<file path="src/rtl/core/wti_pkg.sv">
package wti_pkg;

	// Value layout of one table row: position x/y/z, velocity x/y/z, fuel mass.
	localparam int unsigned VAL_W     = 32;
	localparam int unsigned NUM_VALS  = 7;
	localparam int unsigned VAL_IDX_W = 3;
	localparam int unsigned ROW_W     = VAL_W * NUM_VALS;
	localparam int unsigned RATIO_W   = 16;
	localparam int unsigned PIU_W     = 5;

	localparam logic [PIU_W-1:0] PIU_RESET = 5'd10;
	localparam logic [PIU_W-1:0] PIU_MIN   = 5'd2;

	localparam logic [VAL_IDX_W-1:0] VAL_IDX_LAST = 3'(NUM_VALS - 1);

	localparam logic OP_WRITE = 1'b0;
	localparam logic OP_QUERY = 1'b1;

	typedef enum logic [1:0] {
		STATUS_INTERP = 2'd0,
		STATUS_FIRST  = 2'd1,
		STATUS_LAST   = 2'd2
	} status_t;

	typedef enum logic [2:0] {
		ST_IDLE,
		ST_SEARCH,
		ST_ROW_A,
		ST_ROW_B,
		ST_ROW_C,
		ST_DIV_WAIT,
		ST_LERP,
		ST_DRAIN
	} state_t;

	typedef struct packed {
		logic               operation;
		logic [3:0]         point_index;
		logic [31:0]        point_time;
		logic signed [31:0] pos_x;
		logic signed [31:0] pos_y;
		logic signed [31:0] pos_z;
		logic signed [31:0] vel_x;
		logic signed [31:0] vel_y;
		logic signed [31:0] vel_z;
		logic signed [31:0] fuel_mass;
		logic [31:0]        query_time;
	} request_t;

	typedef struct packed {
		logic [31:0]        out_time;
		logic signed [31:0] out_pos_x;
		logic signed [31:0] out_pos_y;
		logic signed [31:0] out_pos_z;
		logic signed [31:0] out_vel_x;
		logic signed [31:0] out_vel_y;
		logic signed [31:0] out_vel_z;
		logic signed [31:0] out_fuel_mass;
		status_t            status;
	} response_t;

endpackage

</file>
<file path="src/rtl/core/wti_divider.sv">
module wti_divider (
	input  logic                        clk,
	input  logic                        arst_n,
	input  logic                        start,
	input  logic [wti_pkg::VAL_W-1:0]   dividend,
	input  logic [wti_pkg::VAL_W-1:0]   divisor,
	output logic                        busy,
	output logic [wti_pkg::RATIO_W-1:0] quotient
);

	localparam int unsigned CNT_W = $clog2(wti_pkg::RATIO_W);

	logic                        busy_q;
	logic [CNT_W-1:0]            cnt_q;
	logic [wti_pkg::VAL_W-1:0]   rem_q;
	logic [wti_pkg::VAL_W-1:0]   dsr_q;
	logic [wti_pkg::RATIO_W-1:0] quo_q;
	logic [wti_pkg::VAL_W:0]     shifted;
	logic [wti_pkg::VAL_W:0]     diff;
	logic                        take;

	// One restoring step: the remainder always stays below the divisor.
	assign shifted = {rem_q, 1'b0};
	assign diff    = shifted - {1'b0, dsr_q};
	assign take    = shifted >= {1'b0, dsr_q};

	// Step counter, one quotient bit per cycle.
	always_ff @(posedge clk or negedge arst_n) begin
		if (!arst_n) begin
			busy_q <= 1'b0;
			cnt_q  <= '0;
		end else if (start) begin
			busy_q <= 1'b1;
			cnt_q  <= '0;
		end else if (busy_q) begin
			cnt_q <= cnt_q + 1'b1;
			if (cnt_q == CNT_W'(wti_pkg::RATIO_W - 1)) begin
				busy_q <= 1'b0;
			end
		end
	end

	// Remainder and quotient shift registers.
	always_ff @(posedge clk) begin
		if (start) begin
			rem_q <= dividend;
			dsr_q <= divisor;
		end else if (busy_q) begin
			rem_q <= take ? diff[wti_pkg::VAL_W-1:0] : shifted[wti_pkg::VAL_W-1:0];
			quo_q <= {quo_q[wti_pkg::RATIO_W-2:0], take};
		end
	end

	assign busy     = busy_q;
	assign quotient = quo_q;

endmodule

</file>
<file path="config.mk">
export PLATFORM = sky130hd
export DESIGN_NAME = wti_divider
export DESIGN_NICKNAME = d
export VERILOG_FILES = /design/src/rtl/core/wti_pkg.sv /design/src/rtl/core/wti_divider.sv
export SDC_FILE = /design/constraint.sdc
export NUM_CORES = 1
export LEC_CHECK = 0
export BUFFER_PORTS_ARGS = -buffer_cell sky130_fd_sc_hd__buf_2
export CORE_MARGIN = 2
export CORE_UTILIZATION = 55
export CTS_BUF_LIST = sky130_fd_sc_hd__clkbuf_4 sky130_fd_sc_hd__clkbuf_8
export CTS_CLUSTER_SIZE = 25
export DETAILED_ROUTE_END_ITERATION = 16
export PLACE_DENSITY_LB_ADDON = 0.25
export SLEW_MARGIN = 0
export SYNTH_ARGS = -nofsm -noshare
export SYNTH_HDL_FRONTEND = slang
export SYNTH_SLANG_ARGS = --single-unit
export TNS_END_PERCENT = 50
</file>
<file path="constraint.sdc">
create_clock -name clk -period 6.47 [get_ports clk]
set_input_delay 0.3235 -clock clk [delete_from_list [all_inputs] [get_ports clk]]
set_output_delay 0.3235 -clock clk [all_outputs]
set_load 0.02 [all_outputs]
</file>
==> impl_metrics.toml, run 1 <==
[worst_setup_path]
crit_buf_inv = 1
critical_path.startpoint = "rem_q[7]"
cp_top_family = "compound AO/OA/AOI/OAI gates"
r2r_end = "rem_q[15]"
worstSetupPathType = "reg -> reg"
reg2reg_depth = 11
worstSetupEndpoint = "rem_q[15]"
slowest_stage = "a221oi_2"
slowest_delay_ns = 0.43
rr_startpoint = "rem_q[7]"
worstPathArrival_ns = 3.72
r2r_slack_ns = 2.89
path_depth = 11
start_kind = "flip-flop"
endpoint_kind = "flip-flop"
crit_required_ns = 6.61
critPathMaxFanout = 40
crit_chain = "ha_1 -> a21o_1 -> o21bai_1 -> a221oi_2 -> nand2_2 -> o22ai_2 -> o41a_4 -> inv_2 -> nor2_1 -> a21oi_1 -> mux2_2"

[clock_tree]
clk_pin_slew_worst_paths_ns = 0.09
clk_path_buf_depth = 2
tritoncts = "built"
ctsHoldBuffers = 1
clock_latency_ns = 0.38
post_cts_resized = 0
numCtsBuffers = 9
post_cts_buffers = 0
cts.sinks = 85
htreeDepth = 3
cts.root.buffer_cell = "clkbuf_8"

[power]
irDropWorstVdd_mv = 0.259
power_density_nw_per_um2 = 446
power.total_w = 0.00259
leakage_nw = 2.53

[place]
portBuffers = 83
place_area_um2 = 5600
dp_hpwl_um = 7400
place_ws_ns = 2.95
place_congestion = 0.889

[timing]
timing.setup.tns_ns = 0
drv_slew = 0
hold_viol = 0
worst_pin_slew_ns = 1.25
finalClockSkew_ns = 0.0110
min_period_ns = 3.58
grt_setup_unrepaired = "no"
setup_ws_ns = 2.89
final-setup-viol-count = 0
fin_crit_sh_pct = 55.3
slew_headroom_pct = 16.7
fmax_mhz = 279

[floorplan]
core.rowCount = 35
io_pins = 84
dieArea_um2 = 10200
die_h_um = 101
die_w_um = 101
core_area_um2 = 9150
initial_core_util_pct = 56.3

[job]
drv_cap = 0

[drt]
routed_wl_um = 10400
antenna_left = 0
dr.pass1.iters = 5
wl_per_cell_um = 15.3
post_drt_via_cell_ratio = 5.70
drc = 0
num_vias = 3851
drt_iter0_drc = 230

[layout]
drive_gt1_share_pct = 21.9
area_delta_synth_final_pct = 13.0
antenna_cells_inserted = 0
multiInputGateArea_um2 = 2360
final_nets = 661
stdcell_area_um2 = 5820
register_area_um2 = 2530
utilization_pct = 63.6
fillers = 779

[yosys]
syn_area_um2 = 5150
synth_edf_count = 80
synth.net_count = 588
yosysSeqAreaShare_pct = 49.1
ys_warn_count = 0
synthArstFlopShare_pct = 5.88
synth-seq-cells = 85
dominantRegCellSynth = "edfxtp_1"
netlist_instances = 487
synth_cell_type_count = 62
syn_area_per_cell_um2 = 10.6

[grt]
grt_max_degree = 76
grt_overflow = 0
track_usage_pct = 21.9
grt_pass1_wl_um = 17500
antenna_found_initial = 0
grt_pass1_vias = 3782

[outcome]
run_status = "completed"

[min_path]
min_path_type = "in -> reg"
flip-flops by register name, summed over array words and instances (netlist names):
signal,flops
busy,1
cnt_q,4
dsr_q,32
quotient,16
rem_q,32
area by class of cell:
class | count | share of cell area [%]
repair buffers | 85 | 7.49
clock buffers | 9 | 2.13
well taps | 111 | 2.39
clock inverters | 7 | 1.40
inverters | 40 | 2.58
flip-flops and latches | 85 | 43.5
multi-input cells | 339 | 40.6
how the worst min path moves through the flow:
stage / cells after the start / endpoint / startpoint
after floorplan: 0 / busy / arst_n
after global placement: 1 / cnt_q[0] / arst_n
after detailed placement: 1 / cnt_q[0] / arst_n
after CTS: 1 / dsr_q[26] / divisor[26]
after global routing: 1 / dsr_q[11] / divisor[11]
final: 1 / dsr_q[22] / divisor[22]
worst register-to-register path: stages, from the launching register on:
cell and delay [ns]:
edfxtp_1 0.40, ha_1 0.41, a21o_1 0.23, o21bai_1 0.18, a221oi_2 0.43, nand2_2 0.13
o22ai_2 0.30, o41a_4 0.38, inv_2 0.35, nor2_1 0.21, a21oi_1 0.06, mux2_2 0.29
placed cells by master (no fill, tap or decap), types with 3 or more instances in the layout:
cell and n:
ha_1 33, o21bai_1 6, xor2_1 8, mux2_2 10, and3_1 3, o31a_1 3, nand4_1 4, xnor2_1 18
nor3_1 8, mux2i_1 3, or3_1 4, dfrtp_1 5, nand2b_1 4, a21oi_1 60, a31oi_1 5, edfxtp_1 80
nor2_1 29, o31ai_1 4, o21a_1 5, nand2_1 35, inv_1 39, a21o_1 14, inv_6 3, clkbuf_8 9
nand3b_1 3, buf_2 82, nor4_1 3, nor2b_1 18, nand3_1 7, o21ai_0 17
per-layer routing:
layer | vias to the layer above | GRT usage, % | wire length [um]
met5 | - | 0 | 0
met2 | 107 | 35.9 | 4870
met3 | 17 | 4.79 | 479
met1 | 1805 | 28.9 | 4830
met4 | 0 | 7.69 | 191
li1 | 1922 | - | -
report_power, final:
group | switching, W | internal, W | leakage [nW]
Combinational | 0.000766 | 0.000585 | 1.56
Clock | 0.000211 | 0.000184 | 0.101
Sequential | 0.0000737 | 0.000774 | 0.867
Total | 0.00105 | 0.00154 | 2.53
synthesized netlist by cell type, types with 3 or more instances:
| library cell | n | share of area (%) |
|---|---|---|
| a21o_1 | 14 | 2.0 |
| a21oi_1 | 60 | 5.8 |
| a31oi_1 | 5 | 0.61 |
| and3_1 | 3 | 0.36 |
| buf_2 | 5 | 0.49 |
| clkbuf_1 | 14 | 1.0 |
| dfrtp_1 | 5 | 2.4 |
| edfxtp_1 | 80 | 47 |
| ha_1 | 33 | 8.0 |
| inv_1 | 39 | 2.8 |
| mux2_2 | 10 | 2.2 |
| mux2i_1 | 3 | 0.58 |
| nand2_1 | 35 | 2.6 |
| nand2b_1 | 4 | 0.49 |
| nand3_1 | 7 | 0.68 |
| nand3b_1 | 3 | 0.44 |
| nand4_1 | 4 | 0.49 |
| nor2_1 | 29 | 2.1 |
| nor2b_1 | 18 | 2.2 |
| nor3_1 | 8 | 0.78 |
| nor4_1 | 3 | 0.36 |
| o21a_1 | 5 | 0.73 |
| o21ai_0 | 17 | 1.7 |
| o21bai_1 | 6 | 0.87 |
| o31a_1 | 3 | 0.51 |
| o31ai_1 | 4 | 0.58 |
| or3_1 | 4 | 0.49 |
| xnor2_1 | 18 | 3.1 |
| xor2_1 | 8 | 1.4 |
through the flow:
step	instances	hold WS, ns
after detailed placement	659	0.144
after floorplan	487	0.0279
after global placement	659	0.139
final	676	0.113
after CTS	676	0.0867
after global routing	676	0.0936
cell families (layout without fill, tap and decap cells):
family | after synthesis | in the layout | synth area share [%]
AOI/OAI and AO/OA | 138 | 138 | 17.7
xor gates and xnor gates | 26 | 26 | 4.42
adders and majority gates | 34 | 34 | 8.41
buffers and inverters | 63 | 141 | 5.08
DFF | 85 | 85 | 49.1
muxes | 13 | 13 | 2.77
and+or+nand+nor | 128 | 128 | 12.6
No activity file was read; power rests on OpenSTA's default activity.
==> run 2: changes to the inputs <==
- clock period: 6.47 -> 3.54 ns (I/O delays scaled with it)
==> impl_metrics.toml, run 2 (same netlist as run 1, synthesis figures left out) <==
[layout]
final_cell_mix = "buf_2, edfxtp_1, a21oi_1, inv_1, nand2_1"
drive_gt1_share_pct = 21.2
final_common_cell = "buf_2"
final_nets = 695
final_cells = 710
utilization_pct = 67.2
area_delta_synth_final_pct = 19.5
antenna_cells_inserted = 0

[job]
drv_cap = 0

[worst_setup_path]
critPathMaxFanout = 24
r2r_end = "rem_q[26]"
slowest_stage = "edfxtp_1"
worstSetupEndpoint = "rem_q[26]"
slowest_delay_ns = 0.41
crit_chain = "ha_1 -> a21o_1 -> o21bai_1 -> a221oi_2 -> nand2_2 -> o22ai_2 -> o41a_4 -> buf_4 -> nor2_1 -> a221o_1"
worstPathArrival_ns = 3.31
r2r_slack_ns = 0.34
reg2reg_depth = 10
rr_startpoint = "rem_q[7]"
endpoint_kind = "flip-flop"
crit_required_ns = 3.66
start_kind = "flip-flop"
worstSetupPathType = "reg -> reg"
critical_path.startpoint = "rem_q[7]"

[timing]
drv_slew = 0
fin_crit_sh_pct = 90.3
fmax_mhz = 313
worst_pin_slew_ns = 0.860
final-setup-viol-count = 0
min_period_ns = 3.20
timing.setup.tns_ns = 0
setup_ws_ns = 0.345
slew_headroom_pct = 42.7
finalClockSkew_ns = 0.00565
grt_setup_unrepaired = "no"
hold_viol = 0

[drt]
drt_iter0_drc = 164
dr.pass1.iters = 5
num_vias = 3993
wl_per_cell_um = 15.1
drc = 0
routed_wl_um = 10700
post_drt_via_cell_ratio = 5.62
antenna_left = 0

[power]
power_density_nw_per_um2 = 770
power.switching_w = 0.00190
internal_power_w = 0.00284
power.total_w = 0.00474
irDropWorstVdd_mv = 0.318
leakage_nw = 2.67
sequentialPowerShare_pct = 32.7
comb_power_share_pct = 52.6
swShare_pct = 40.0
clkPwrFrac_pct = 14.7

[floorplan]
die_h_um = 101
core_area_um2 = 9150
die_w_um = 101
core.rowCount = 35
io_pins = 84
initial_core_util_pct = 56.3
dieArea_um2 = 10200

[clock_tree]
htreeDepth = 3
cts.root.buffer_cell = "clkbuf_8"
clk_pin_slew_worst_paths_ns = 0.09
tritoncts = "built"
numCtsBuffers = 9
clk_path_buf_depth = 2
clock_latency_ns = 0.36
cts.sinks = 85
post_cts_buffers = 0

[place]
portBuffers = 83
dp_cells = 660
place_ws_ns = 0.213
dp_hpwl_um = 7350
place_congestion = 0.930

[outcome]
run_status = "completed"

[grt]
antenna_found_initial = 0
grt_overflow = 0
grt_pass1_wl_um = 17800
grt_max_degree = 64
track_usage_pct = 22.2
grt_pass1_vias = 3913

[min_path]
min_path_type = "in -> reg"
[run 2: layout make-up]
| type | count | area (um2) |
|---|---|---|
| repair buffers | 119 | 771 |
| clock inverters | 7 | 73.8 |
| clock buffers | 9 | 124 |
| well taps | 111 | 139 |
| fillers | 720 | 3000 |
| multi-input cells | 339 | 2360 |
| inverters | 40 | 153 |
| flip-flops and latches | 85 | 2530 |
[run 2: power by group through the flow]
stage | clock [W] | combinational, W | sequential (W)
after floorplan | 0 | 0.00199 | 0.00154
after global placement | 0 | 0.00236 | 0.00156
after detailed placement | 0 | 0.00243 | 0.00157
after CTS | 0.000717 | 0.00247 | 0.00155
after global routing | 0.000750 | 0.00279 | 0.00157
final | 0.000695 | 0.00249 | 0.00155
[run 2: critical path, delay by kind of cell, from the launching register on]
family	cells	cell delay (ns)
AOI/OAI and AO/OA	6	1.61
and+or+nand+nor	2	0.22
adders and majority gates	1	0.41
DFF	1	0.41
buffers and inverters	1	0.30
[run 2: how the worst min path moves through the flow]
stage / start / end / slack [ns] / cells after the start
after CTS: dividend[17] / rem_q[17] / 0.09 / 3
final: dividend[5] / rem_q[5] / 0.09 / 3
after global routing: dividend[5] / rem_q[5] / 0.1 / 3
after global placement: arst_n / cnt_q[0] / -0.008 / 1
after detailed placement: arst_n / cnt_q[0] / -0.004 / 1
after floorplan: arst_n / busy / -0.12 / 0
[run 2: timing repair]
action	in CTS	in global routing
hold buffers	33	0
endpoints found under the hold margin	37	0
gates resized for setup	0	3
endpoints found under the setup margin	0	2
[run 2: metrics by stage]
step / cell area, um2 / hold slack [ns]
6_report: 6150 / 0.0921
5_1_grt: 6150 / 0.0971
4_1_cts: 6140 / 0.0869
3_5_place_dp: 5610 / -0.00401
3_3_place_gp: 5610 / -0.00776
2_1_floorplan: 5150 / -0.119
[run 2: metal layers]
metal	vias up	routed length [um]	GRT usage (%)
li1	1994	-	-
met1	1873	5020	29.8
met2	112	5020	36.5
met3	14	546	3.81
met4	0	149	7.59
met5	-	0	0
