==> config.mk <==
export PLATFORM = sky130hd
export DESIGN_NAME = wti_lerp
export DESIGN_NICKNAME = d
export VERILOG_FILES = /design/src/rtl/core/wti_pkg.sv /design/src/rtl/core/wti_lerp.sv
export SDC_FILE = /design/constraint.sdc
export NUM_CORES = 1
export LEC_CHECK = 0
export BUFFER_PORTS_ARGS = -buffer_cell sky130_fd_sc_hd__clkbuf_2
export CORE_UTILIZATION = 30
export CTS_CLUSTER_DIAMETER = 150
export DETAILED_ROUTE_END_ITERATION = 10
export PLACE_DENSITY_LB_ADDON = 0.12
export SYNTH_ARGS = -nofsm -noshare
export SYNTH_HDL_FRONTEND = slang
export SYNTH_SLANG_ARGS = --single-unit
==> constraint.sdc <==
create_clock -name clk -period 4.6 [get_ports clk]
set_input_delay 0.69 -clock clk [delete_from_list [all_inputs] [get_ports clk]]
set_output_delay 0.69 -clock clk [all_outputs]
set_load 0.1 [all_outputs]
==> src/rtl/core/wti_pkg.sv <==
package wti_pkg;

	// Value layout of one table row: position x/y/z, velocity x/y/z, fuel mass.
	localparam int unsigned VAL_W     = 32;
	localparam int unsigned NUM_VALS  = 7;
	localparam int unsigned VAL_IDX_W = 3;
	localparam int unsigned ROW_W     = VAL_W * NUM_VALS;
	localparam int unsigned RATIO_W   = 16;
	localparam int unsigned PIU_W     = 5;

	localparam logic [PIU_W-1:0] PIU_RESET = 5'd10;
	localparam logic [PIU_W-1:0] PIU_MIN   = 5'd2;

	localparam logic [VAL_IDX_W-1:0] VAL_IDX_LAST = 3'(NUM_VALS - 1);

	localparam logic OP_WRITE = 1'b0;
	localparam logic OP_QUERY = 1'b1;

	typedef enum logic [1:0] {
		STATUS_INTERP = 2'd0,
		STATUS_FIRST  = 2'd1,
		STATUS_LAST   = 2'd2
	} status_t;

	typedef enum logic [2:0] {
		ST_IDLE,
		ST_SEARCH,
		ST_ROW_A,
		ST_ROW_B,
		ST_ROW_C,
		ST_DIV_WAIT,
		ST_LERP,
		ST_DRAIN
	} state_t;

	typedef struct packed {
		logic               operation;
		logic [3:0]         point_index;
		logic [31:0]        point_time;
		logic signed [31:0] pos_x;
		logic signed [31:0] pos_y;
		logic signed [31:0] pos_z;
		logic signed [31:0] vel_x;
		logic signed [31:0] vel_y;
		logic signed [31:0] vel_z;
		logic signed [31:0] fuel_mass;
		logic [31:0]        query_time;
	} request_t;

	typedef struct packed {
		logic [31:0]        out_time;
		logic signed [31:0] out_pos_x;
		logic signed [31:0] out_pos_y;
		logic signed [31:0] out_pos_z;
		logic signed [31:0] out_vel_x;
		logic signed [31:0] out_vel_y;
		logic signed [31:0] out_vel_z;
		logic signed [31:0] out_fuel_mass;
		status_t            status;
	} response_t;

endpackage

==> src/rtl/core/wti_lerp.sv <==
module wti_lerp (
	input  logic                          clk,
	input  logic                          arst_n,
	input  logic                          in_valid,
	input  logic [wti_pkg::VAL_IDX_W-1:0] in_idx,
	input  logic [wti_pkg::VAL_W-1:0]     v0,
	input  logic [wti_pkg::VAL_W-1:0]     v1,
	input  logic [wti_pkg::RATIO_W-1:0]   ratio,
	output logic                          out_valid,
	output logic [wti_pkg::VAL_IDX_W-1:0] out_idx,
	output logic [wti_pkg::VAL_W-1:0]     value
);

	localparam int unsigned DIFF_W = wti_pkg::VAL_W + 1;
	localparam int unsigned PROD_W = DIFF_W + wti_pkg::RATIO_W + 1;

	logic signed [DIFF_W-1:0]      diff;
	logic signed [PROD_W-1:0]      prod;
	logic signed [PROD_W-1:0]      prod_s1;
	logic [wti_pkg::VAL_W-1:0]     v0_s1;
	logic [wti_pkg::VAL_IDX_W-1:0] idx_s1;
	logic                          vld_s1;
	logic [wti_pkg::VAL_W-1:0]     value_s2;
	logic [wti_pkg::VAL_IDX_W-1:0] idx_s2;
	logic                          vld_s2;

	// Stage 1: exact difference times the unsigned ratio.
	assign diff = $signed({v1[wti_pkg::VAL_W-1], v1}) - $signed({v0[wti_pkg::VAL_W-1], v0});
	assign prod = $signed({1'b0, ratio}) * diff;

	always_ff @(posedge clk or negedge arst_n) begin
		if (!arst_n) begin
			vld_s1 <= 1'b0;
			vld_s2 <= 1'b0;
		end else begin
			vld_s1 <= in_valid;
			vld_s2 <= vld_s1;
		end
	end

	// Stage 2: dropping the low fraction bits of a two's complement product floors it.
	always_ff @(posedge clk) begin
		prod_s1  <= prod;
		v0_s1    <= v0;
		idx_s1   <= in_idx;
		value_s2 <= v0_s1 + prod_s1[wti_pkg::VAL_W+wti_pkg::RATIO_W-1:wti_pkg::RATIO_W];
		idx_s2   <= idx_s1;
	end

	assign out_valid = vld_s2;
	assign out_idx   = idx_s2;
	assign value     = value_s2;

endmodule

==> results.txt, run 1 <==
----------------------------------------------------
[Final layout]
  Register Area ... between 0.002 and 0.0025 sq mm
  Layout cell share with drive strength beyond 1 ... approximately a quarter
  Final non-filler cell area ... 0.0298 sq mm
  Area Overhead vs Synth ... 28.0%
  Number of filler cells placed in the layout ... 7916
  Net count, final ... approximately 3.8k
  Diodes inserted ... 0
  Fin util ... about 40%
  Area used by multi-input combinational logic ... 0.0194 sq mm

[STA]
  Max Clock Skew ... roughly 0.019 ns
  Worst slew pin tran ... around 0.64 ns
  Worst slew margin ... 57.2%
  Final period utilization ... 183%
  Maximum achievable frequency ... 0.119 GHz
  Worst setup slack after layout ... -3.82 ns
  Count of final setup violators ... 32
  Post-Route Hold Slack ... 0.0877 ns
  Final Slew Violations ... 0
  Setup tns final ... -103.52 ns
  Setup repair after global routing missed its margin ... true
  Fin crit period ... around 8.4 ns
  Final hold violations ... 0

[Synth]
  Distinct cell type count of the synthesized netlist ... 70
  Yosys reg bits ... between 100 and 150
  Top cell type's share of synthesized area ... a little over two fifths
  Synth Flop Type ... sky130_fd_sc_hd__dfxtp_1
  Post-synthesis cell type with the largest combined area ... sky130_fd_sc_hd__fa_1
  Number of enable-type register cells in the synthesized netlist ... 0
  Synthesized area divided by synthesized cell count ... between 8 and 9 sq um
  Proportion of synthesized chip area in sequential cells ... 8.99%
  Yosys warns ... 0
  Biggest area contributors in the synthesized netlist ... sky130_fd_sc_hd__fa_1 42%, sky130_fd_sc_hd__inv_1 10%, sky130_fd_sc_hd__ha_1 9.4%, sky130_fd_sc_hd__dfxtp_1 8.8%, sky130_fd_sc_hd__and2_1 6.2%
  Post-synthesis async set-or-reset flop share ... a little under 2%
  Post-synthesis instance area ... between 0.02 and 0.025 sq mm
  Number of instances in the synthesized netlist ... roughly 2.6k
  Post-synthesis net count ... 3350

[Die]
  Die width ... about 280 um
  IO Count ... 122
  Effective utilization at floorplan ... a little over 30%
  Core Footprint ... around 0.076 sq mm
  Die H ... roughly 280 um
  Std cell rows ... around 100
  Total Die Area ... ~0.079 sq mm

[CTS]
  Clock tree from TritonCTS ... yes
  TritonCTS sink count ... between 100 and 150
  Clock input transition at the sequential cells of the worst setup and hold paths ... roughly 0.09 ns
  Max H-tree Level ... 3
  Root buffer selected by CTS ... sky130_fd_sc_hd__clkbuf_16
  Worst-Skew Late Latency ... 0.37 ns
  Number of buffers inserted during clock tree synthesis ... 9
  Hold buffer count at CTS ... 0
  Maximum buffer depth of the clock tree ... 2

[Route]
  Routed wire length per instance ... 16.6 um
  Drt total wl ... slightly below 70 mm
  Via density ... 4.46
  Via count ... about 18k
  Post-DRT Antenna Nets ... 0
  Number of design rule violations left after detail routing ... 0
  Count of routing violations after the opening detailed-route iteration ... 641
  Pre-Repair DR Iteration Count ... 6

[Hold path]
  Worst Hold Class ... in -> async

[Global route]
  Antenna violations before repair ... 0
  Global-route wire length before repair ... ~110 mm
  Total global routing overflow ... 0
  Largest net degree at the start of global routing ... between 40 and 50
  Via count of the first global-routing pass ... 20.7k
  Global-route usage over all layers ... 18.0%

[Worst setup path]
  Library cell contributing the largest single delay on the critical path ... sky130_fd_sc_hd__fa_1
  CP max stage delay ... ~0.52 ns
  Crit path capture type ... flip-flop
  Largest fanout on the critical path ... 6
  Required time at the endpoint of the critical path ... approximately 4.9 ns
  Most frequent CP cell ... sky130_fd_sc_hd__fa_1
  Setup CP Type ... in -> reg
  Capture instance of the worst register-to-register path ... value[30]
  Arr. time, crit path ... roughly 8.7 ns
  Category of the worst setup path launch point ... input pin
  Worst-case register-to-register setup slack ... 0.95 ns
  Reg2reg path depth ... 13
  Crit Reg-Reg Startpoint ... prod_s1[16]

[Placement]
  Post-placement cell area ... approximately 0.028 sq mm
  DP Wirelength ... between 50 and 60 mm
  Placer's final routability congestion estimate ... 0.837
  Quantity of I/O buffers inserted on ports ... approximately 120

[Job]
  Max-Cap Viols ... 0

[Status]
  Violations in the final reports ... setup timing
  Outcome ... complete, but fails checks

----------------------------------------------------
[per-layer routing]
metal,up-vias,global-route usage [%],wire (um)
met5,-,0,0
met4,0,3.57,1350
met3,54,1.29,1220
met2,215,34.2,36200
met1,9267,22.1,29100
li1,8687,-,-
[layout make-up]
class / count / area share, %
flip-flops and latches: 104 / 7.03
well taps: 1030 / 4.33
clock inverters: 7 / 0.290
inverters: 628 / 7.97
repair buffers: 559 / 14.4
multi-input cells: 1749 / 65.2
clock buffers: 9 / 0.757
[through the flow]
stage          setup slack [ns]  std cells
2_1_floorplan             -3.45       2598
3_3_place_gp              -4.46       4031
3_5_place_dp              -4.49       4031
4_1_cts                   -3.86       4065
5_1_grt                   -4.16       4086
6_report                  -3.82       4086
[cells by family after synthesis]
logic type / share of synthesized area (%)
xor gates and xnor gates: 3.74
and+or+nand+nor: 15.3
AOI/OAI and AO/OA: 8.12
adders and majority gates: 51.7
DFF: 8.99
muxes: 0.0430
buffers and inverters: 12.1
[synthesized netlist by cell type, types with 3 or more instances]
master,n
sky130_fd_sc_hd__o2111ai_1,5
sky130_fd_sc_hd__a21oi_1,75
sky130_fd_sc_hd__nand4_1,27
sky130_fd_sc_hd__a211oi_1,5
sky130_fd_sc_hd__ha_1,175
sky130_fd_sc_hd__fa_1,491
sky130_fd_sc_hd__xor2_1,28
sky130_fd_sc_hd__a211o_1,6
sky130_fd_sc_hd__buf_4,3
sky130_fd_sc_hd__buf_2,5
sky130_fd_sc_hd__dfxtp_1,102
sky130_fd_sc_hd__clkbuf_1,104
sky130_fd_sc_hd__inv_1,627
sky130_fd_sc_hd__nor3_1,21
sky130_fd_sc_hd__o21a_1,16
sky130_fd_sc_hd__or3_1,4
sky130_fd_sc_hd__nand3_1,19
sky130_fd_sc_hd__or2_2,6
sky130_fd_sc_hd__o21bai_1,15
sky130_fd_sc_hd__o211ai_1,7
sky130_fd_sc_hd__and2_1,229
sky130_fd_sc_hd__a31oi_1,21
sky130_fd_sc_hd__nand2b_1,15
sky130_fd_sc_hd__a21o_1,44
sky130_fd_sc_hd__and3_1,6
sky130_fd_sc_hd__nor2b_1,30
sky130_fd_sc_hd__nand2_1,306
sky130_fd_sc_hd__nor2_1,40
sky130_fd_sc_hd__o21ai_1,3
sky130_fd_sc_hd__o311ai_0,13
sky130_fd_sc_hd__o21ai_0,30
sky130_fd_sc_hd__nor3b_1,3
sky130_fd_sc_hd__xnor2_1,67
sky130_fd_sc_hd__buf_1,4
sky130_fd_sc_hd__o311a_1,4
[worst max-delay path, delay by kind of cell]
| family | cells | cell delay [ns] |
|---|---|---|
| adder cells (fa/ha/maj) | 8 | 3.38 |
| AO/OA/AOI/OAI | 14 | 2.73 |
| buffers and inverters | 10 | 0.95 |
| AND/OR/NAND/NOR | 4 | 0.71 |
| XOR/XNOR | 1 | 0.18 |
[flip-flops by register name, indices dropped and copies added (netlist names)]
signal and flops:
prod_s1 32, v0_s1 32, value 32, idx_s1 3, out_idx 3, out_valid 1
vld_s1 1
[layout by cell type (no fill, tap or decap), types with 53 or more instances in the layout]
master	instances
sky130_fd_sc_hd__buf_4	395
sky130_fd_sc_hd__inv_1	611
sky130_fd_sc_hd__and2_1	224
sky130_fd_sc_hd__nand2_1	301
sky130_fd_sc_hd__xnor2_1	53
sky130_fd_sc_hd__a21oi_1	53
sky130_fd_sc_hd__fa_1	479
sky130_fd_sc_hd__clkbuf_2	119
sky130_fd_sc_hd__ha_1	157
sky130_fd_sc_hd__dfxtp_1	102
[worst max path at each step]
| stage | from | endpoint | slack (ns) | cells past startpoint |
|---|---|---|---|---|
| 2_1_floorplan | v1[0] | prod_s1[47] | -3.45 | 34 |
| 3_3_place_gp | v0[1] | prod_s1[47] | -4.46 | 34 |
| 3_5_place_dp | v0[1] | prod_s1[47] | -4.49 | 34 |
| 4_1_cts | v1[0] | prod_s1[47] | -3.86 | 39 |
| 5_1_grt | v1[0] | prod_s1[47] | -4.16 | 37 |
| 6_report | v1[0] | prod_s1[47] | -3.82 | 37 |
[timing repair]
| item | in CTS | in global routing |
|---|---|---|
| pin swaps | 59 | 73 |
| cloned | 2 | 0 |
| setup buffers | 17 | 25 |
| setup endpoints to repair | 32 | 32 |
| resized for setup | 72 | 84 |
Power of run 1 is left out: the tool's default activity adds up to more than one toggle a clock period on the data nets, which glitch-free logic cannot reach.
==> run 2: changes to the inputs <==
--- a/config.mk
+++ b/config.mk
@@ -7,9 +7,10 @@
 export LEC_CHECK = 0
 export BUFFER_PORTS_ARGS = -buffer_cell sky130_fd_sc_hd__clkbuf_2
 export CORE_UTILIZATION = 30
-export CTS_CLUSTER_DIAMETER = 150
+export CTS_CLUSTER_DIAMETER = 60
 export DETAILED_ROUTE_END_ITERATION = 10
 export PLACE_DENSITY_LB_ADDON = 0.12
+export RECOVER_POWER = 100
 export SYNTH_ARGS = -nofsm -noshare
 export SYNTH_HDL_FRONTEND = slang
 export SYNTH_SLANG_ARGS = --single-unit
==> results.txt, run 2 (synthesis results as in run 1) <==
----------------------------------------------------
[STA]
  Setup repair after global routing missed its margin ... true
  Maximum achievable frequency ... around 0.12 GHz
  Final hold violations ... 0
  Count of final setup violators ... 32
  Max Clock Skew ... slightly below 0.02 ns
  Final Slew Violations ... 0
  Worst slew pin tran ... about 1.3 ns
  Worst slew margin ... between 10% and 20%
  Final period utilization ... 183%
  Worst setup slack after layout ... -3.82 ns
  Fin crit period ... between 8 and 9 ns

[Route]
  Via count ... ~18k
  Number of design rule violations left after detail routing ... 0
  Pre-Repair DR Iteration Count ... 5
  Drt total wl ... a little under 70 mm
  Count of routing violations after the opening detailed-route iteration ... ~590
  Via density ... approximately 4.5
  Post-DRT Antenna Nets ... 0
  Routed wire length per instance ... roughly 17 um

[Worst setup path]
  Reg2reg path depth ... 13
  Largest fanout on the critical path ... 6
  Arr. time, crit path ... just under 9 ns
  Crit path capture type ... flip-flop
  CP max stage delay ... about 0.52 ns
  Most frequent CP cell ... sky130_fd_sc_hd__fa_1
  Category of the worst setup path launch point ... input pin
  Library cell contributing the largest single delay on the critical path ... sky130_fd_sc_hd__fa_1
  Worst-case register-to-register setup slack ... ~0.97 ns
  Setup CP Type ... in -> reg
  Required time at the endpoint of the critical path ... 4.85 ns

[Final layout]
  Diodes inserted ... 0
  Leading cell type in the layout, fill and taps excluded ... sky130_fd_sc_hd__inv_1
  Layout cell share with drive strength beyond 1 ... between 20 and 25%
  Final non-filler cell area ... just under 0.03 sq mm
  Commonest cells after routing, fill and taps aside ... 611 x sky130_fd_sc_hd__inv_1, 479 x sky130_fd_sc_hd__fa_1, 393 x sky130_fd_sc_hd__buf_4
  Area Overhead vs Synth ... 27.7%
  Net count, final ... 3803

[CTS]
  Root buffer selected by CTS ... sky130_fd_sc_hd__clkbuf_16
  Clock tree from TritonCTS ... yes
  Worst-Skew Late Latency ... approximately 0.37 ns
  Clock input transition at the sequential cells of the worst setup and hold paths ... 0.09 ns
  Max H-tree Level ... 3
  Number of buffers inserted during clock tree synthesis ... 9
  Maximum buffer depth of the clock tree ... 2
  TritonCTS sink count ... 104

[Global route]
  Global-route wire length before repair ... between 100 and 150 mm
  Antenna violations before repair ... 0
  Via count of the first global-routing pass ... 20.7k
  Global-route usage over all layers ... ~18%
  Total global routing overflow ... 0
  Largest net degree at the start of global routing ... 49

[Placement]
  Placer's final routability congestion estimate ... 0.837
  Quantity of I/O buffers inserted on ports ... about 120
  Post-placement cell area ... approximately 0.028 sq mm
  DP Wirelength ... 59.2 mm
  Worst setup slack after placement ... -4.49 ns

[Die]
  Total Die Area ... a little under 0.08 sq mm
  Die width ... 280 um
  IO Count ... 122
  Std cell rows ... 101
  Die H ... between 200 and 300 um
  Core Footprint ... between 0.07 and 0.08 sq mm
  Effective utilization at floorplan ... a little under a third

[Job]
  Max-Cap Viols ... 0

[Hold path]
  Worst Hold Class ... in -> async

[Status]
  Violations in the final reports ... setup timing
  Outcome ... complete, but fails checks

----------------------------------------------------
## run 2: metal layers
layer  global-route usage, %  wire length [um]  up-vias
li1                        -                 -     8681
met1                    22.1             28900     9243
met2                    34.2             36200      219
met3                    1.29              1340       58
met4                    3.57              1370        0
met5                       0                 0        -
## run 2: repair_timing
| action | in CTS | in global routing |
|---|---|---|
| hold buffers | 0 | 0 |
| cloned | 2 | 0 |
| resized for setup | 72 | 84 |
| setup endpoints to repair | 32 | 32 |
| pin swaps | 59 | 73 |
| buffers inserted | 17 | 25 |
## run 2: final cells by class
| cell class | count | area, sq um |
|---|---|---|
| Tap cell | 1030 | 1290 |
| Multi-Input combinational cell | 1749 | 19400 |
| Sequential cell | 104 | 2090 |
| Clock buffer | 9 | 225 |
| Inverter | 628 | 2370 |
| Fill cell | 7958 | 46600 |
| Clock inverter | 7 | 86.3 |
| Timing Repair Buffer | 559 | 4220 |
## run 2: stage by stage
stage	utilization (%)	std cells	hold WS [ns]	setup TNS [ns]
after floorplan	-	2598	0.310	-90.43
after global placement	37.0	4031	0.315	-124.88
after detailed placement	37.0	4031	0.312	-125.44
after CTS	38.2	4065	0.0735	-107.60
after global routing	38.9	4086	0.0735	-113.75
final	38.9	4086	0.0878	-103.56
## run 2: worst paths after layout
| path | from | end |
|---|---|---|
| setup / recovery | v1[0] | prod_s1[47] |
| hold / removal | arst_n | out_valid |
| setup reg to reg | prod_s1[16] | value[30] |
| hold reg to reg | idx_s1[0] | out_idx[0] |
| max in group asynchronous | arst_n | vld_s1 |
| min in group clk | idx_s1[0] | out_idx[0] |
## run 2: worst max-delay path: cells and delay by family
kind	cells	cell delay, ns
AND/OR/NAND/NOR	4	0.71
adder cells (fa/ha/maj)	8	3.38
buffers and inverters	10	0.95
XOR/XNOR	1	0.18
AO/OA/AOI/OAI	14	2.72
Power of run 2 is left out for the same reason.
==> run 3: changes to the inputs <==
--- a/config.mk
+++ b/config.mk
@@ -11,6 +11,7 @@
 export DETAILED_ROUTE_END_ITERATION = 10
 export PLACE_DENSITY_LB_ADDON = 0.12
 export RECOVER_POWER = 100
+export SLEW_MARGIN = 20
 export SYNTH_ARGS = -nofsm -noshare
 export SYNTH_HDL_FRONTEND = slang
 export SYNTH_SLANG_ARGS = --single-unit
==> constraint.sdc (replaced) <==
create_clock -name clk -period 4.6 [get_ports clk]
set_input_delay 0.46 -clock clk [delete_from_list [all_inputs] [get_ports clk]]
set_output_delay 0.46 -clock clk [all_outputs]
set_load 0.1 [all_outputs]
==> results.txt, run 3 (synthesis results as in run 1) <==
----------------------------------------------------
[Route]
  Count of routing violations after the opening detailed-route iteration ... roughly 740
  Via density ... around 4.5
  Routed wire length per instance ... 16.7 um
  Number of design rule violations left after detail routing ... 0
  Pre-Repair DR Iteration Count ... 5
  Drt total wl ... between 60 and 70 mm
  Post-DRT Antenna Nets ... 0
  Length of routed met2 wiring ... about 36 mm
  Uppermost layer routed ... met4
  WL met1 ... roughly 29 mm
  Via count ... 18.3k
  WL met3 ... 1.62 mm

[Placement]
  Post-placement cell area ... between 0.02 and 0.03 sq mm
  Placer's final routability congestion estimate ... between 0.8 and 0.9
  Quantity of I/O buffers inserted on ports ... between 100 and 150
  DP Wirelength ... between 50 and 60 mm

[Worst setup path]
  Arr. time, crit path ... 8.40 ns
  Crit path launch ... v1[0]
  Required time at the endpoint of the critical path ... ~5 ns
  Library cell contributing the largest single delay on the critical path ... sky130_fd_sc_hd__fa_1
  Crit path capture type ... flip-flop
  Category of the worst setup path launch point ... input pin
  CP max stage delay ... ~0.55 ns
  Most frequent CP cell ... sky130_fd_sc_hd__fa_1
  Largest fanout on the critical path ... 7
  Setup CP Type ... in -> reg
  Crit Reg-Reg Startpoint ... v0_s1[0]

[CTS]
  Worst-Skew Late Latency ... about 0.38 ns
  Clock input transition at the sequential cells of the worst setup and hold paths ... 0.09 ns
  Maximum buffer depth of the clock tree ... 2
  Max H-tree Level ... 3
  Root buffer selected by CTS ... sky130_fd_sc_hd__clkbuf_16
  Clock tree from TritonCTS ... yes
  TritonCTS sink count ... ~100
  Number of buffers inserted during clock tree synthesis ... 9

[STA]
  Worst slew margin ... 16.6%
  Worst slew pin tran ... about 1.3 ns
  Fin crit period ... between 8 and 9 ns
  Final period utilization ... 177%
  Count of final setup violators ... 32
  Setup repair after global routing missed its margin ... true
  Worst setup slack after layout ... -3.53 ns
  Maximum achievable frequency ... roughly 0.12 GHz
  Final hold violations ... 0
  Final Slew Violations ... 0
  Max Clock Skew ... between 0.015 and 0.02 ns

[Die]
  Total Die Area ... approximately 0.08 sq mm
  Die width ... between 200 and 300 um
  Core Footprint ... between 0.07 and 0.08 sq mm
  IO Count ... 122
  Die H ... roughly 280 um
  Std cell rows ... 101
  Effective utilization at floorplan ... a little under a third

[Final layout]
  Diodes inserted ... 0
  Layout cell share with drive strength beyond 1 ... approximately 22%
  Net count, final ... between 3k and 4k
  Number of filler cells placed in the layout ... between 7k and 8k
  Area used by multi-input combinational logic ... ~0.019 sq mm
  Area Overhead vs Synth ... 27.5%
  Register Area ... roughly 0.0021 sq mm
  Commonest cells after routing, fill and taps aside ... 605 x sky130_fd_sc_hd__inv_1, 475 x sky130_fd_sc_hd__fa_1, 393 x sky130_fd_sc_hd__buf_4
  Leading cell type in the layout, fill and taps excluded ... sky130_fd_sc_hd__inv_1
  Final non-filler cell area ... between 0.02 and 0.03 sq mm

[Status]
  Outcome ... complete, but fails checks
  Violations in the final reports ... setup timing

[Global route]
  Global-route usage over all layers ... 18.1%
  Via count of the first global-routing pass ... roughly 20k
  Largest net degree at the start of global routing ... 49
  Antenna violations before repair ... 0
  Global-route wire length before repair ... 110 mm
  Total global routing overflow ... 0

[Hold path]
  Hold wc startpoint ... in_idx[0]
  Worst Hold Class ... in -> reg

[Job]
  Max-Cap Viols ... 0

----------------------------------------------------
run 3: metrics by stage:
stage | setup WS [ns] | TNS [ns] | hold WS (ns) | utilization [%] | std cells
3_3_place_gp | -4.23 | -117.51 | 0.245 | 37.0 | 4031
5_1_grt | -3.85 | -105.04 | 0.160 | 38.9 | 4088
2_1_floorplan | -3.22 | -83.07 | 0.164 | - | 2598
3_5_place_dp | -4.24 | -117.48 | 0.248 | 37.0 | 4031
6_report | -3.53 | -95.48 | 0.179 | 38.9 | 4088
4_1_cts | -3.63 | -98.56 | 0.164 | 38.3 | 4070
run 3: final timing paths:
kind,endpoint,slack [ns],cells after the start
max in group asynchronous,vld_s1,4.09,2
max,prod_s1[47],-3.53,36
min in group asynchronous,out_valid,0.38,2
max reg2reg,value[30],1.01,13
min reg2reg,out_idx[1],0.33,0
min,idx_s1[0],0.18,1
run 3: critical path: cells and delay by family:
kind	cells	cell delay, ns
xor gates and xnor gates	2	0.53
adders and majority gates	9	3.83
and+or+nand+nor	4	0.55
AOI/OAI and AO/OA	14	2.20
buffers and inverters	7	0.80
run 3: what timing repair did:
action	CTS	global route
cloned	2	2
resized for setup	92	73
hold endpoints to repair	2	0
setup buffers	21	22
pin swaps	64	79
hold buffers	1	0
endpoints found under the setup margin	32	32
run 3: layout make-up:
class                   count  area share (%)
clock buffers               9           0.759
clock inverters             7           0.291
inverters                 628            8.00
multi-input cells        1750            65.3
flip-flops and latches    104            7.05
well taps                1030            4.34
repair buffers            560            14.3
run 3: layer usage:
metal / vias up / global-route usage (%)
met5: - / 0
met4: 0 / 4.90
met3: 74 / 1.40
met2: 269 / 33.6
met1: 9311 / 22.3
li1: 8690 / -
Power of run 3 is left out for the same reason.
